File: src/rtl/hbd_pkg.sv
package hbd_pkg;

  localparam int SAMPLE_W         = 16;
  localparam int LINE_W           = SAMPLE_W + 1;
  localparam int COEF_W           = 18;
  localparam int COEF_FRAC        = COEF_W - 1;
  localparam int OUT_W            = 18;
  localparam int OUT_FRAC         = 16;
  localparam int REAL_DELAY_DEPTH = 13;
  localparam int REAL_TAP         = REAL_DELAY_DEPTH - 2;
  localparam int IMAG_TAPS        = 24;
  localparam int HALF_TAPS        = IMAG_TAPS / 2;
  localparam int PROD_W           = LINE_W + COEF_W;
  localparam int ACC_W            = PROD_W + 1;
  localparam int ACC_FRAC         = COEF_FRAC + SAMPLE_W - 1;
  localparam int RND_SHIFT        = ACC_FRAC - OUT_FRAC;
  localparam int Q_W              = ACC_W - RND_SHIFT;

  typedef logic signed [LINE_W-1:0] line_t;
  typedef logic signed [COEF_W-1:0] coef_t;
  typedef logic signed [ACC_W-1:0]  acc_t;
  typedef logic signed [OUT_W-1:0]  out_t;
  typedef logic signed [Q_W-1:0]    q_t;

  localparam acc_t ACC_RND = acc_t'(1) <<< (RND_SHIFT - 1);
  localparam q_t   Q_MAX   = (q_t'(1) <<< (OUT_W - 1)) - q_t'(1);
  localparam q_t   Q_MIN   = -(q_t'(1) <<< (OUT_W - 1));

  // halfband coefficients in Q1.17, center tap outward, signs applied
  localparam coef_t HB_COEF [HALF_TAPS] = '{
    coef_t'(82648), -coef_t'(25511), coef_t'(13107), -coef_t'(7390),
    coef_t'(4162),  -coef_t'(2245),  coef_t'(1128),  -coef_t'(514),
    coef_t'(206),   -coef_t'(69),    coef_t'(18),    -coef_t'(3)
  };

  function automatic coef_t tap_coef(input int j);
    int k;
    k = (j < HALF_TAPS) ? (HALF_TAPS - 1 - j) : (j - HALF_TAPS);
    return HB_COEF[k];
  endfunction

endpackage

File: src/rtl/hbd_mac_cell.sv
module hbd_mac_cell import hbd_pkg::*; (
  input  logic  clk,
  input  logic  rst,
  input  logic  en,
  input  line_t x,
  input  coef_t coef,
  input  acc_t  sum_in,
  output acc_t  sum_q
);

  logic signed [PROD_W-1:0] prod;
  acc_t                     sum_next;

  assign prod     = PROD_W'(x) * PROD_W'(coef);
  assign sum_next = sum_in + acc_t'(prod);

  always_ff @(posedge clk) begin
    if (rst) begin
      sum_q <= '0;
    end else if (en) begin
      sum_q <= sum_next;
    end
  end

endmodule

File: config.mk
export PLATFORM = sky130hd
export DESIGN_NAME = hbd_mac_cell
export DESIGN_NICKNAME = d
export VERILOG_FILES = /design/src/rtl/hbd_pkg.sv /design/src/rtl/hbd_mac_cell.sv
export SDC_FILE = /design/constraint.sdc
export NUM_CORES = 1
export LEC_CHECK = 0
export BUFFER_PORTS_ARGS = -buffer_cell sky130_fd_sc_hd__buf_4
export CAP_MARGIN = 30
export CORE_ASPECT_RATIO = 2
export CORE_MARGIN = 2
export CORE_UTILIZATION = 60
export DETAILED_ROUTE_END_ITERATION = 16
export PLACE_DENSITY_LB_ADDON = 0.3
export SLEW_MARGIN = 40
export SYNTH_ARGS = -nofsm -noshare
export SYNTH_HDL_FRONTEND = slang
export SYNTH_SLANG_ARGS = --single-unit
File: constraint.sdc
create_clock -name clk -period 8.98 [get_ports clk]
set_clock_uncertainty 0.1 [all_clocks]
set_input_delay 1.347 -clock clk [delete_from_list [all_inputs] [get_ports clk]]
set_output_delay 1.347 -clock clk [all_outputs]
set_load 0.03 [all_outputs]
==> out/metrics.yaml <==
drv_slew: 0
dp_hpwl_um: 31300
synthesis.nets: 2133
regMostFlops: "sum_q"
largest_register_ffs: 36
r2r-end: "sum_q[28]"
reg_top3: "sum_q x36"
hold_ws_ps: 389
hold_end: "sum_q[13]"
met2_usage_pct: 57.9
postCtsResizedCells: 0
grt_overflow: 0
io_buffers: 109
place.gp.congestion: 0.964
slew_headroom_pct: 44.0
synth_top_family_by_area: "adder cells"
synth_enable_flop_cells: 0
place_area_sq_um: 15500
grt_use_met1_pct: 27.4
netlist_area_sq_um: 14600
clk_path_buf_depth: 2
synth_area_leader_cell: "fa_1"
via_count: 10800
synthSimpleGateAreaFrac_pct: 14.5
clkTransAtPathRegs_ps: 50
slowest_delay_ps: 750
yosysSeqAreaShare_pct: 4.95
finalSetupViolCount: 0
drt_first_pass_iters: 7
drt_iter0_drc: 556
synth_cell_types: 52
track_usage_pct: 30.3
cpMostUsedCell: "fa_1"
cp_cell_sequence: "buf_4, nand2_1, inv_1, fa_1, inv_1, fa_1, inv_1, fa_1, fa_1, fa_1, inv_1, fa_1, inv_1, ha_1, a21oi_1, o21ai_0, a21o_1, a211o_1, a21oi_1, o211a_1, nor2b_1, xor2_1, o22ai_1"
end_kind: "register"
min_period_ps: 7750
grt-busiest-layer: "met2"
crit_family: "adder cells"
grt_start_max_net_pins: 55
root_buffer: "clkbuf_16"
final_layout_size_suffix_gt1_share_pct: 7.50
final_antenna_net_count: 0
startpoint_type: "primary input"
avgSynthCellArea_sq_um: 9.15
start_util_pct: 61.1
reg2regPathDepth: 2
synth-xor-area-share_pct: 2.23
hold_class: "reg2reg"
finalSetupTns_ps: 0
grt_pass1_vias: 12300
h-tree-depth: 2
r2r-start: "sum_q[28]"
critPathSlowestCell: "fa_1"
dieArea_sq_um: 25600
period_share_pct: 86.3
netlist_top_cells_area: "fa_1 50%, inv_1 12%, ha_1 9.1%, and2_1 6.7%, dfxtp_1 5.0%"
min_path_cells: 2
hp-start: "sum_q[13]"
synth_fa_ha_area_share_pct: 59.1
cts_tree: "yes"
fmax_ghz: 0.129
ys_async_sr_fraction_pct: 0
hold_viol: 0
ys_warn_count: 0
r2r_slack_ps: 7920
ys_ff_latch: 36
path_buf_inv: 6
rows: 80
arrival_ps: 7790
area_growth_pct: 7.78
outcome: "completed"
cts_setup_buffers: 0
antenna_found_initial: 0
die_w_um: 114
drt_wl_total_um: 36900
yosysTopAreaCellShare_pct: 49.9
post-route-drc-count: 0
clk_latency_ps: 270
required_ps: 9020
finish.instance_area_sq_um: 15700
syn_inst: 1590
cts-hold-fix-buffers: 0
io_pins: 110
synth_compound_area_share_pct: 4.42
vias_per_cell: 5.55
synth.area.mux_share_pct: 1.45
wl_per_cell_um: 19.0
cts_sinks: 36
rsz0062_at_grt: "no"
cap_violations: 0
die_h_um: 224
coreArea_sq_um: 23800
synthFlopType: "dfxtp_1"
grt_pass1_wl_um: 58700
path_class: "in2reg"
use_met3_pct: 2.75
fin_nets: 2195
critPathMaxFanout: 18
cts_made_buffers: 5
worstMarginPinSlew_ps: 833
## metrics by stage
stage                     std cells  setup slack, ps  utilization (%)
after global routing           1940              914             65.8
after CTS                      1940             1010             65.8
after detailed placement       1932              708             65.2
after global placement         1932             1020             65.2
after floorplan                1590             1640                -
final                          1941             1230             65.8
## area by class of cell
| type | count | area [sq um] |
|---|---|---|
| antenna | 1 | 2.50 |
| clock buffer | 7 | 143 |
| clock inverter | 1 | 7.51 |
| fill | 2001 | 8140 |
| inverter | 463 | 1740 |
| multi-input combinational | 1037 | 11900 |
| sequential | 36 | 721 |
| tap | 287 | 359 |
| timing repair buffer | 109 | 818 |
## routing by layer
layer,vias up,wire length (um)
met5,-,0
met4,0,4030
met3,184,1090
met2,348,21200
met1,5535,10500
li1,4699,-
## worst max path at each step
| stage | from | endpoint | slack [ps] | cells past startpoint |
|---|---|---|---|---|
| 4_1_cts | x[0] | sum_q[35] | 1010 | 23 |
| 2_1_floorplan | x[0] | sum_q[35] | 1640 | 23 |
| 5_1_grt | x[2] | sum_q[32] | 910 | 23 |
| 3_3_place_gp | x[0] | sum_q[35] | 1020 | 23 |
| 6_report | x[2] | sum_q[32] | 1230 | 23 |
| 3_5_place_dp | x[0] | sum_q[35] | 710 | 23 |
## Yosys cell counts (7+ instances only)
master	number
mux2i_1	20
o22ai_1	8
nand2b_1	15
xnor2_1	28
a21oi_1	26
nor2_1	42
dfxtp_1	36
nand2_1	153
fa_1	363
clkbuf_1	51
o21ai_0	16
inv_1	463
xor2_1	9
a21o_1	9
a211oi_1	7
and2_1	155
nand3_1	9
nor2b_1	19
ha_1	106
## kinds of logic after synthesis
group	after synthesis
adder cells (fa/ha/maj)	469
AND/OR/NAND/NOR	414
buffers and inverters	517
XOR/XNOR	37
multiplexers	21
flip-flops	36
AO/OA/AOI/OAI	96
## cells in the final DEF (no fill, tap or decap), types with 15 or more instances in the layout
cell,Yosys,layout
a21oi_1,26,26
and2_1,155,155
buf_4,0,109
dfxtp_1,36,36
fa_1,363,363
ha_1,106,106
inv_1,463,462
mux2i_1,20,20
nand2_1,153,153
nand2b_1,15,15
nor2_1,42,42
nor2b_1,19,19
o21ai_0,16,16
xnor2_1,28,28
## worst min-delay path, delay by kind of cell (launching register included)
| kind | cells | cell delay, ps |
|---|---|---|
| DFF | 1 | 310 |
| AOI/OAI and AO/OA | 1 | 50 |
| and+or+nand+nor | 1 | 80 |
Power is not shown: default switching activity piles up to over one toggle a cycle in this logic, so the estimate is an artifact.
