--- config.mk ---
export PLATFORM = sky130hd
export DESIGN_NAME = hbd_delay_cell
export DESIGN_NICKNAME = d
export VERILOG_FILES = /design/src/rtl/hbd_pkg.sv /design/src/rtl/hbd_delay_cell.sv
export SDC_FILE = /design/constraint.sdc
export NUM_CORES = 1
export LEC_CHECK = 0
export BUFFER_PORTS_ARGS = -buffer_cell sky130_fd_sc_hd__buf_4
export CAP_MARGIN = 10
export CORE_MARGIN = 8
export CORE_UTILIZATION = 30
export DETAILED_ROUTE_END_ITERATION = 7
export SYNTH_ARGS = -nofsm -noshare
export SYNTH_HDL_FRONTEND = slang
export SYNTH_SLANG_ARGS = --single-unit
--- constraint.sdc ---
create_clock -name clk -period 0.9 [get_ports clk]
set_input_delay 0.09 -clock clk [delete_from_list [all_inputs] [get_ports clk]]
set_output_delay 0.09 -clock clk [all_outputs]
set_load 0.02 [all_outputs]
--- src/rtl/hbd_pkg.sv ---
package hbd_pkg;

  localparam int SAMPLE_W         = 16;
  localparam int LINE_W           = SAMPLE_W + 1;
  localparam int COEF_W           = 18;
  localparam int COEF_FRAC        = COEF_W - 1;
  localparam int OUT_W            = 18;
  localparam int OUT_FRAC         = 16;
  localparam int REAL_DELAY_DEPTH = 13;
  localparam int REAL_TAP         = REAL_DELAY_DEPTH - 2;
  localparam int IMAG_TAPS        = 24;
  localparam int HALF_TAPS        = IMAG_TAPS / 2;
  localparam int PROD_W           = LINE_W + COEF_W;
  localparam int ACC_W            = PROD_W + 1;
  localparam int ACC_FRAC         = COEF_FRAC + SAMPLE_W - 1;
  localparam int RND_SHIFT        = ACC_FRAC - OUT_FRAC;
  localparam int Q_W              = ACC_W - RND_SHIFT;

  typedef logic signed [LINE_W-1:0] line_t;
  typedef logic signed [COEF_W-1:0] coef_t;
  typedef logic signed [ACC_W-1:0]  acc_t;
  typedef logic signed [OUT_W-1:0]  out_t;
  typedef logic signed [Q_W-1:0]    q_t;

  localparam acc_t ACC_RND = acc_t'(1) <<< (RND_SHIFT - 1);
  localparam q_t   Q_MAX   = (q_t'(1) <<< (OUT_W - 1)) - q_t'(1);
  localparam q_t   Q_MIN   = -(q_t'(1) <<< (OUT_W - 1));

  // halfband coefficients in Q1.17, center tap outward, signs applied
  localparam coef_t HB_COEF [HALF_TAPS] = '{
    coef_t'(82648), -coef_t'(25511), coef_t'(13107), -coef_t'(7390),
    coef_t'(4162),  -coef_t'(2245),  coef_t'(1128),  -coef_t'(514),
    coef_t'(206),   -coef_t'(69),    coef_t'(18),    -coef_t'(3)
  };

  function automatic coef_t tap_coef(input int j);
    int k;
    k = (j < HALF_TAPS) ? (HALF_TAPS - 1 - j) : (j - HALF_TAPS);
    return HB_COEF[k];
  endfunction

endpackage

--- src/rtl/hbd_delay_cell.sv ---
module hbd_delay_cell import hbd_pkg::*; (
  input  logic  clk,
  input  logic  rst,
  input  logic  en,
  input  line_t d,
  output line_t q
);

  always_ff @(posedge clk) begin
    if (rst) begin
      q <= '0;
    end else if (en) begin
      q <= d;
    end
  end

endmodule

==> results of run 1 <==
[routing by layer]
metal	part of all wire, %	GRT usage (%)
met1	38	9.60
met2	52	14.9
met3	5.7	2.51
met4	3.6	7.97
met5	0	0
[power breakdown]
part / leakage [nW] / internal [mW] / switching (mW) / total (mW)
registers: 0.146 / 0.804 / 0.0229 / 0.827
logic: 0.312 / 0.149 / 0.137 / 0.286
clock network: 0.0150 / 0.172 / 0.217 / 0.389
[cell families after synthesis]
| family | Yosys count |
|---|---|
| muxes | 17 |
| DFF | 17 |
| and+or+nand+nor | 17 |
| buffers and inverters | 4 |
[cells in the mapped netlist]
cell | n | area (µm²)
buf_2 | 1 | 5.00
nor2_1 | 17 | 63.8
buf_12 | 1 | 20.0
buf_6 | 1 | 11.3
mux2i_1 | 17 | 170
clkbuf_1 | 1 | 3.75
dfxtp_1 | 17 | 340
[final cells by class]
cell class              count  area [µm²]
fillers                   206        1020
flip-flops and latches     17         359
repair buffers             36         270
multi-input cells          34         234
well taps                  27        33.8
clock buffers               4        26.3
[final timing paths]
check | endpoint | slack (ps) | cells past startpoint
worst max-delay path | q[12] | 50 | 1
worst min-delay path | q[8] | 40 | 3
worst max register to register | q[4] | 270 | 2
worst min register to register | q[11] | 490 | 2
==> results.py, run 1 <==
metrics = {
    "critical_path": {
        "critPathMaxStageDelay_ps": 330,
        "worst_ep_arrival_time_ps": 760,
        "path_cells": "buf_4",
        "crit_start": "q[12]",
        "startpoint_type": "register",
        "critical_path_class": "register to output port",
        "cp_slowest_cell": "dfxtp_2",
        "timing.critical_path.buf_inv": 1,
        "worstReg2RegStart": "q[4]",
        "crit_path_end_kind": "output port",
        "required_ps": 810,
        "crit_family": "flip-flops",
        "cp_max_fo": 2,
    },
    "final_layout": {
        "mostFrequentLayoutCell": "buf_4",
        "largest_register_ffs": 17,
        "nNetsFinal": 112,
        "diodes": 0,
        "reg_top3": "q: 17 flops",
        "top_register": "q",
        "final_cell_mix": "36 x buf_4, 17 x mux2i_1, 17 x nor2_1",
        "final_cell_area_um2": 923,
        "final_cell_count_no_fill": 118,
        "synthToLayoutAreaGrowth_pct": 50.3,
        "fin_util_pct": 47.6,
        "final_layout_size_suffix_gt1_share_pct": 59.3,
    },
    "drt": {
        "post-route-drc-count": 0,
        "routedWlPerCell_um": 13.1,
        "drt_wl_total_um": 1550,
        "viasPerCell": 4.20,
        "drt_iter0_drc": 5,
        "final_antenna_net_count": 0,
        "first_pass_iters": 4,
        "via_count": 496,
    },
    "clocking": {
        "cts_setup_buffers": 0,
        "clk_latency_ps": 280,
        "htree_levels": 1,
        "cts_tree": "built",
        "cts_sinks": 17,
        "post_cts_resized": 0,
        "cts_made_buffers": 3,
        "cts-root-buf": "clkbuf_4",
        "clock_path_buffers": 2,
        "clkTransAtPathRegs_ps": 90,
        "cts_hold_buf": 0,
    },
    "sta": {
        "post-route-period-util_pct": 94.6,
        "worst_slack_ps": 48.8,
        "relSlewSlack_pct": 80.7,
        "finalHoldViolCount": 0,
        "maxSlewViolCount": 0,
        "rsz0062_at_grt": "no",
        "whs_ps": 38.2,
        "tightest_slew_ps": 289,
        "max_freq_mhz": 1170,
        "setup_viol": 0,
        "period_needed_ps": 851,
        "tns_ps": 0,
        "worst_clock_skew_ps": 0,
    },
    "die": {
        "design.die.area_um2": 3750,
        "start_util_pct": 31.6,
        "io_pins": 37,
        "coreArea_um2": 1940,
        "rows": 16,
        "die_h_um": 61.3,
        "die_x_um": 61.3,
    },
    "power_and_ir_drop": {
        "power.density_nw_per_um2": 1630,
        "p_leak_nw": 0.472,
        "total_power_mw": 1.50,
        "ir_drop_mv": 0.905,
    },
    "synthesis": {
        "synthAdderAreaFrac_pct": 0,
        "ys_seq_area_share_pct": 55.4,
        "synth_cell_types": 7,
        "synth_mux_area_share_pct": 27.7,
        "syn_inst": 55,
        "synthXorXnorAreaFrac_pct": 0,
        "ys_seq_elements": 17,
        "synth_nets": 75,
        "synth-simple-area-share_pct": 10.4,
        "avgSynthCellArea_um2": 11.2,
        "synth_top_family_by_area": "multiplexers",
        "synth-compound-area-share_pct": 0,
        "synthesis.area_um2": 614,
        "synth_warnings": 0,
    },
    "global_route": {
        "grtUsageTotal_pct": 9.20,
        "grt_max_degree": 18,
        "grt_pass1_wl_um": 2440,
        "grt_antenna_before_repair": 0,
        "overflow": 0,
        "grt_pass1_vias": 530,
    },
    "place": {
        "dp_hpwl_um": 1150,
        "placed_area_um2": 878,
        "gp_congestion": 0.543,
        "dp.cells": 114,
        "io_buffers": 36,
        "place_ws_ps": 110,
    },
    "hold_path": {
        "hold_class": "input port to register",
        "hold_start": "d[8]",
    },
    "status": {
        "status": "complete, no violations",
    },
    "flow_run": {
        "drv_cap": 0,
    },
}
Power figures use the tool's default switching activity.
==> run 2, diff against run 1 <==
==> constraint.sdc (replaced) <==
create_clock -name clk -period 0.9 [get_ports clk]
set_input_delay 0 -clock clk [delete_from_list [all_inputs] [get_ports clk]]
set_output_delay 0 -clock clk [all_outputs]
set_load 0.02 [all_outputs]
==> run 2 against run 1 <==
  * Hold slack got worse by 21 ps
  * Sequential share of layout area is 7.2 points lower
  * Combinational power is 20% higher
  * Clock power increased by 1%
  * Worst setup slack better by 74 ps
  * Critical path type unchanged
  * Largest power group unchanged
==> results.py, run 2 (same netlist as run 1, synthesis figures left out) <==
metrics = {
    "critical_path": {
        "timing.critical_path.buf_inv": 1,
        "cp_slowest_cell": "dfxtp_1",
        "crit_family": "flip-flops",
        "required_ps": 900,
        "r2r_cells": 2,
        "crit_path_end_kind": "output port",
        "cp_max_fo": 2,
        "critical_path_class": "register to output port",
        "critPathMaxStageDelay_ps": 350,
        "path_cells": "buf_4",
        "worstSetupPathDepth": 1,
        "startpoint_type": "register",
        "worst_ep_arrival_time_ps": 780,
    },
    "drt": {
        "drt_wl_total_um": 1660,
        "final_antenna_net_count": 0,
        "viasPerCell": 4.21,
        "via_count": 569,
        "routedWlPerCell_um": 12.3,
        "post-route-drc-count": 0,
        "first_pass_iters": 3,
        "drt_iter0_drc": 7,
    },
    "die": {
        "start_util_pct": 31.6,
        "die_h_um": 61.3,
        "io_pins": 37,
        "rows": 16,
        "coreArea_um2": 1940,
        "design.die.area_um2": 3750,
        "die_x_um": 61.3,
    },
    "clocking": {
        "clkTransAtPathRegs_ps": 90,
        "htree_levels": 1,
        "cts-root-buf": "clkbuf_4",
        "cts_made_buffers": 3,
        "clock_path_buffers": 2,
        "cts_sinks": 17,
        "cts_setup_buffers": 0,
        "cts_tree": "built",
        "clk_latency_ps": 280,
    },
    "global_route": {
        "grt_pass1_vias": 605,
        "met2_usage_pct": 16.7,
        "grt_pass1_wl_um": 2730,
        "grtUsageTotal_pct": 10.1,
        "overflow": 0,
        "top_usage_layer": "met2",
        "grt_antenna_before_repair": 0,
        "grt_max_degree": 18,
        "use_met3_pct": 2.51,
        "grt_use_met1_pct": 10.7,
    },
    "final_layout": {
        "nNetsFinal": 129,
        "largest_register_ffs": 17,
        "synthToLayoutAreaGrowth_pct": 74.9,
        "final_cell_mix": "36 x buf_4, 17 x mux2i_1, 17 x nor2_1, 17 x dlygate4sd3_1, 17 x dfxtp_1",
        "fin_util_pct": 55.3,
        "final_layout_size_suffix_gt1_share_pct": 36.1,
        "top_register": "q",
        "mostFrequentLayoutCell": "buf_4",
        "diodes": 0,
        "reg_top3": "q: 17 flops",
    },
    "hold_path": {
        "whs_path_depth": 2,
        "hold_class": "input port to register",
    },
    "sta": {
        "tightest_slew_ps": 287,
        "finalHoldViolCount": 0,
        "setup_viol": 0,
        "tns_ps": 0,
        "post-route-period-util_pct": 86.3,
        "maxSlewViolCount": 0,
        "relSlewSlack_pct": 80.9,
        "worst_clock_skew_ps": 0,
        "period_needed_ps": 777,
        "rsz0062_at_grt": "no",
        "max_freq_mhz": 1290,
    },
    "place": {
        "gp_congestion": 0.542,
        "io_buffers": 36,
        "dp_hpwl_um": 1150,
    },
    "flow_run": {
        "drv_cap": 0,
    },
    "power_and_ir_drop": {
        "ir_drop_mv": 0.963,
        "p_leak_nw": 0.538,
        "power.density_nw_per_um2": 1450,
    },
    "status": {
        "status": "complete, no violations",
    },
}
-- run 2: cell types whose count changed in the layout (fill, tap and decap cells not counted) --
cell	change
dfxtp_1	+15
dfxtp_2	-15
dlygate4sd3_1	+17
-- run 2: final timing paths --
check | start | to | slack [ps]
min | rst | q[8] | 20
min reg2reg | q[0] | q[0] | 500
max | q[9] | q[9] | 120
max reg2reg | q[4] | q[4] | 280
-- run 2: what timing repair did --
action,in CTS,in global routing
gates resized for setup,0,0
setup endpoints to repair,0,0
endpoints found under the hold margin,17,0
hold buffers,17,0
-- run 2: through the flow --
step | hold slack (ps) | setup WS [ps] | total power [mW] | instances | cell area, µm²
2_1_floorplan | 147 | 249 | 0.992 | 55 | 614
3_3_place_gp | 234 | 229 | 1.12 | 114 | 878
3_5_place_dp | 243 | 200 | 1.13 | 114 | 878
4_1_cts | 9.62 | 102 | 1.58 | 135 | 1070
5_1_grt | 17.2 | 67.9 | 1.66 | 135 | 1070
6_report | 16.7 | 123 | 1.56 | 135 | 1070
-- run 2: where the power goes --
| group | leakage (nW) | internal [mW] | switching [mW] | total [mW] |
|---|---|---|---|---|
| registers | 0.140 | 0.797 | 0.0224 | 0.819 |
| logic | 0.383 | 0.197 | 0.148 | 0.344 |
| clock network | 0.0150 | 0.172 | 0.222 | 0.394 |
| total | 0.538 | 1.17 | 0.392 | 1.56 |
-- run 2: cell type report --
cell class                 count  area, µm²
sequential                    17        340
timing repair buffer          53        440
multi-input combinational     34        234
clock buffer                   4       26.3
tap                           27       33.8
fill                         200        867
-- run 2: routing by layer --
layer / up-vias / wire length [µm] / part of all wire [%]
li1: 287 / - / -
met2: 16 / 874 / 53
met1: 262 / 659 / 40
met4: 0 / 56 / 3.4
met3: 4 / 68 / 4.1
met5: - / 0 / 0
==> run 3, diff against run 2 <==
- BUFFER_PORTS_ARGS: -buffer_cell sky130_fd_sc_hd__buf_4 -> -buffer_cell sky130_fd_sc_hd__buf_2
- CORE_MARGIN: 8 -> unset
==> run 3 against run 2 <==
  * Routed wire length shrank 17%
  * Cell area shrank 6.5%
  * Sequential share of layout area rose by 2.2 points
  * Die area is 40% lower
  * Utilization shrank 3.6 points
  * Clock power is 2% lower
  * First-iteration DRC count did not move
  * Non-clock buffer count increased by 1
  * Clock skew is the same
  * Cell count rose by 0.74%
==> results.py, run 3 (same netlist as run 1, synthesis figures left out) <==
metrics = {
    "status": {
        "status": "complete, no violations",
    },
    "sta": {
        "worst_slack_ps": 104,
        "post-route-period-util_pct": 88.5,
        "setup_viol": 0,
        "relSlewSlack_pct": 80.2,
        "worst_clock_skew_ps": 0,
        "rsz0062_at_grt": "no",
        "max_freq_mhz": 1260,
        "tightest_slew_ps": 297,
        "finalHoldViolCount": 0,
        "tns_ps": 0,
        "maxSlewViolCount": 0,
        "period_needed_ps": 796,
    },
    "clocking": {
        "htree_levels": 1,
        "cts_sinks": 17,
        "clock_path_buffers": 2,
        "cts-root-buf": "clkbuf_4",
        "clkTransAtPathRegs_ps": 90,
        "cts_tree": "built",
        "cts_made_buffers": 3,
        "post_cts_resized": 0,
        "clk_latency_ps": 280,
    },
    "die": {
        "die_x_um": 47.3,
        "coreArea_um2": 1940,
        "die_h_um": 47.3,
        "design.die.area_um2": 2230,
        "io_pins": 37,
        "rows": 16,
        "start_util_pct": 31.6,
    },
    "flow_run": {
        "drv_cap": 0,
    },
    "critical_path": {
        "required_ps": 900,
        "crit_family": "flip-flops",
        "startpoint_type": "register",
        "cp_slowest_cell": "dfxtp_1",
        "timing.critical_path.buf_inv": 1,
        "path_cells": "buf_2",
        "r2r_slack_ps": 290,
        "critPathMaxStageDelay_ps": 350,
        "cp_max_fo": 2,
        "crit_path_end_kind": "output port",
        "critical_path_class": "register to output port",
        "worst_ep_arrival_time_ps": 800,
    },
    "place": {
        "placed_area_um2": 808,
        "gp_congestion": 0.561,
        "place_ws_ps": 241,
        "io_buffers": 36,
        "dp_hpwl_um": 812,
    },
    "final_layout": {
        "nNetsFinal": 130,
        "final_cell_mix": "36 x buf_2, 17 x mux2i_1, 17 x nor2_1, 17 x dlygate4sd3_1, 17 x dfxtp_1",
        "fin_util_pct": 51.7,
        "synthToLayoutAreaGrowth_pct": 63.5,
        "multiInputGateArea_um2": 234,
        "fillers": 193,
        "largest_register_ffs": 17,
        "final_cell_area_um2": 1000,
        "reg_top3": "q: 17 flops",
        "mostFrequentLayoutCell": "buf_2",
        "seq_area_um2": 340,
        "diodes": 0,
        "final_layout_size_suffix_gt1_share_pct": 36.7,
        "top_register": "q",
    },
    "global_route": {
        "grt_antenna_before_repair": 0,
        "grtUsageTotal_pct": 12.4,
        "overflow": 0,
        "grt_pass1_wl_um": 1900,
        "grt_pass1_vias": 448,
        "grt_max_degree": 18,
    },
    "drt": {
        "routedWlPerCell_um": 10.2,
        "post-route-drc-count": 0,
        "via_count": 555,
        "final_antenna_net_count": 0,
        "drt_wl_total_um": 1380,
        "first_pass_iters": 4,
        "drt_iter0_drc": 7,
        "viasPerCell": 4.08,
    },
    "power_and_ir_drop": {
        "p_leak_nw": 0.528,
        "ir_drop_mv": 0.839,
        "power.density_nw_per_um2": 1500,
    },
    "hold_path": {
        "hold_class": "input port to register",
    },
}
-- run 3: cell types whose count changed in the layout (fill, tap and decap cells not counted), sizes merged --
cell,change
buf,+1
-- run 3: where the power goes --
| part | internal (mW) | switching [mW] |
|---|---|---|
| clock | 0.172 | 0.216 |
| sequential | 0.797 | 0.0196 |
| combinational | 0.159 | 0.145 |
-- run 3: layer usage --
metal | up-vias | global-route usage, % | routed length (µm) | part of all wire (%)
met4 | 0 | 8.57 | 14 | 1.0
met5 | - | 0 | 0 | 0
met2 | 15 | 20.5 | 761 | 55
li1 | 288 | - | - | -
met1 | 250 | 14.2 | 569 | 41
met3 | 2 | 2.69 | 34 | 2.5
-- run 3: stage by stage --
| step | hold WS (ps) | power, mW | instances |
|---|---|---|---|
| 2_1_floorplan | 147 | 0.992 | 55 |
| 3_3_place_gp | 233 | 1.08 | 115 |
| 3_5_place_dp | 245 | 1.08 | 115 |
| 4_1_cts | 66.1 | 1.53 | 136 |
| 5_1_grt | 67.1 | 1.60 | 136 |
| 6_report | 68.8 | 1.51 | 136 |
-- run 3: cell type report --
class	instances	share of cell area (%)
clock buffer	4	2.62
timing repair buffer	54	36.9
multi-input combinational	34	23.3
sequential	17	33.9
tap	27	3.36
-- run 3: repair_timing --
item / 4_1_cts / 5_1_grt
setup buffers: 0 / 0
endpoints found under the hold margin: 17 / 0
hold buffers: 17 / 0
-- run 3: worst paths after layout --
| kind | depth (start not counted) | endpoint | from |
|---|---|---|---|
| max | 1 | q[13] | q[13] |
| min | 2 | q[6] | rst |
| max reg2reg | 2 | q[15] | q[15] |
| min reg2reg | 2 | q[6] | q[6] |
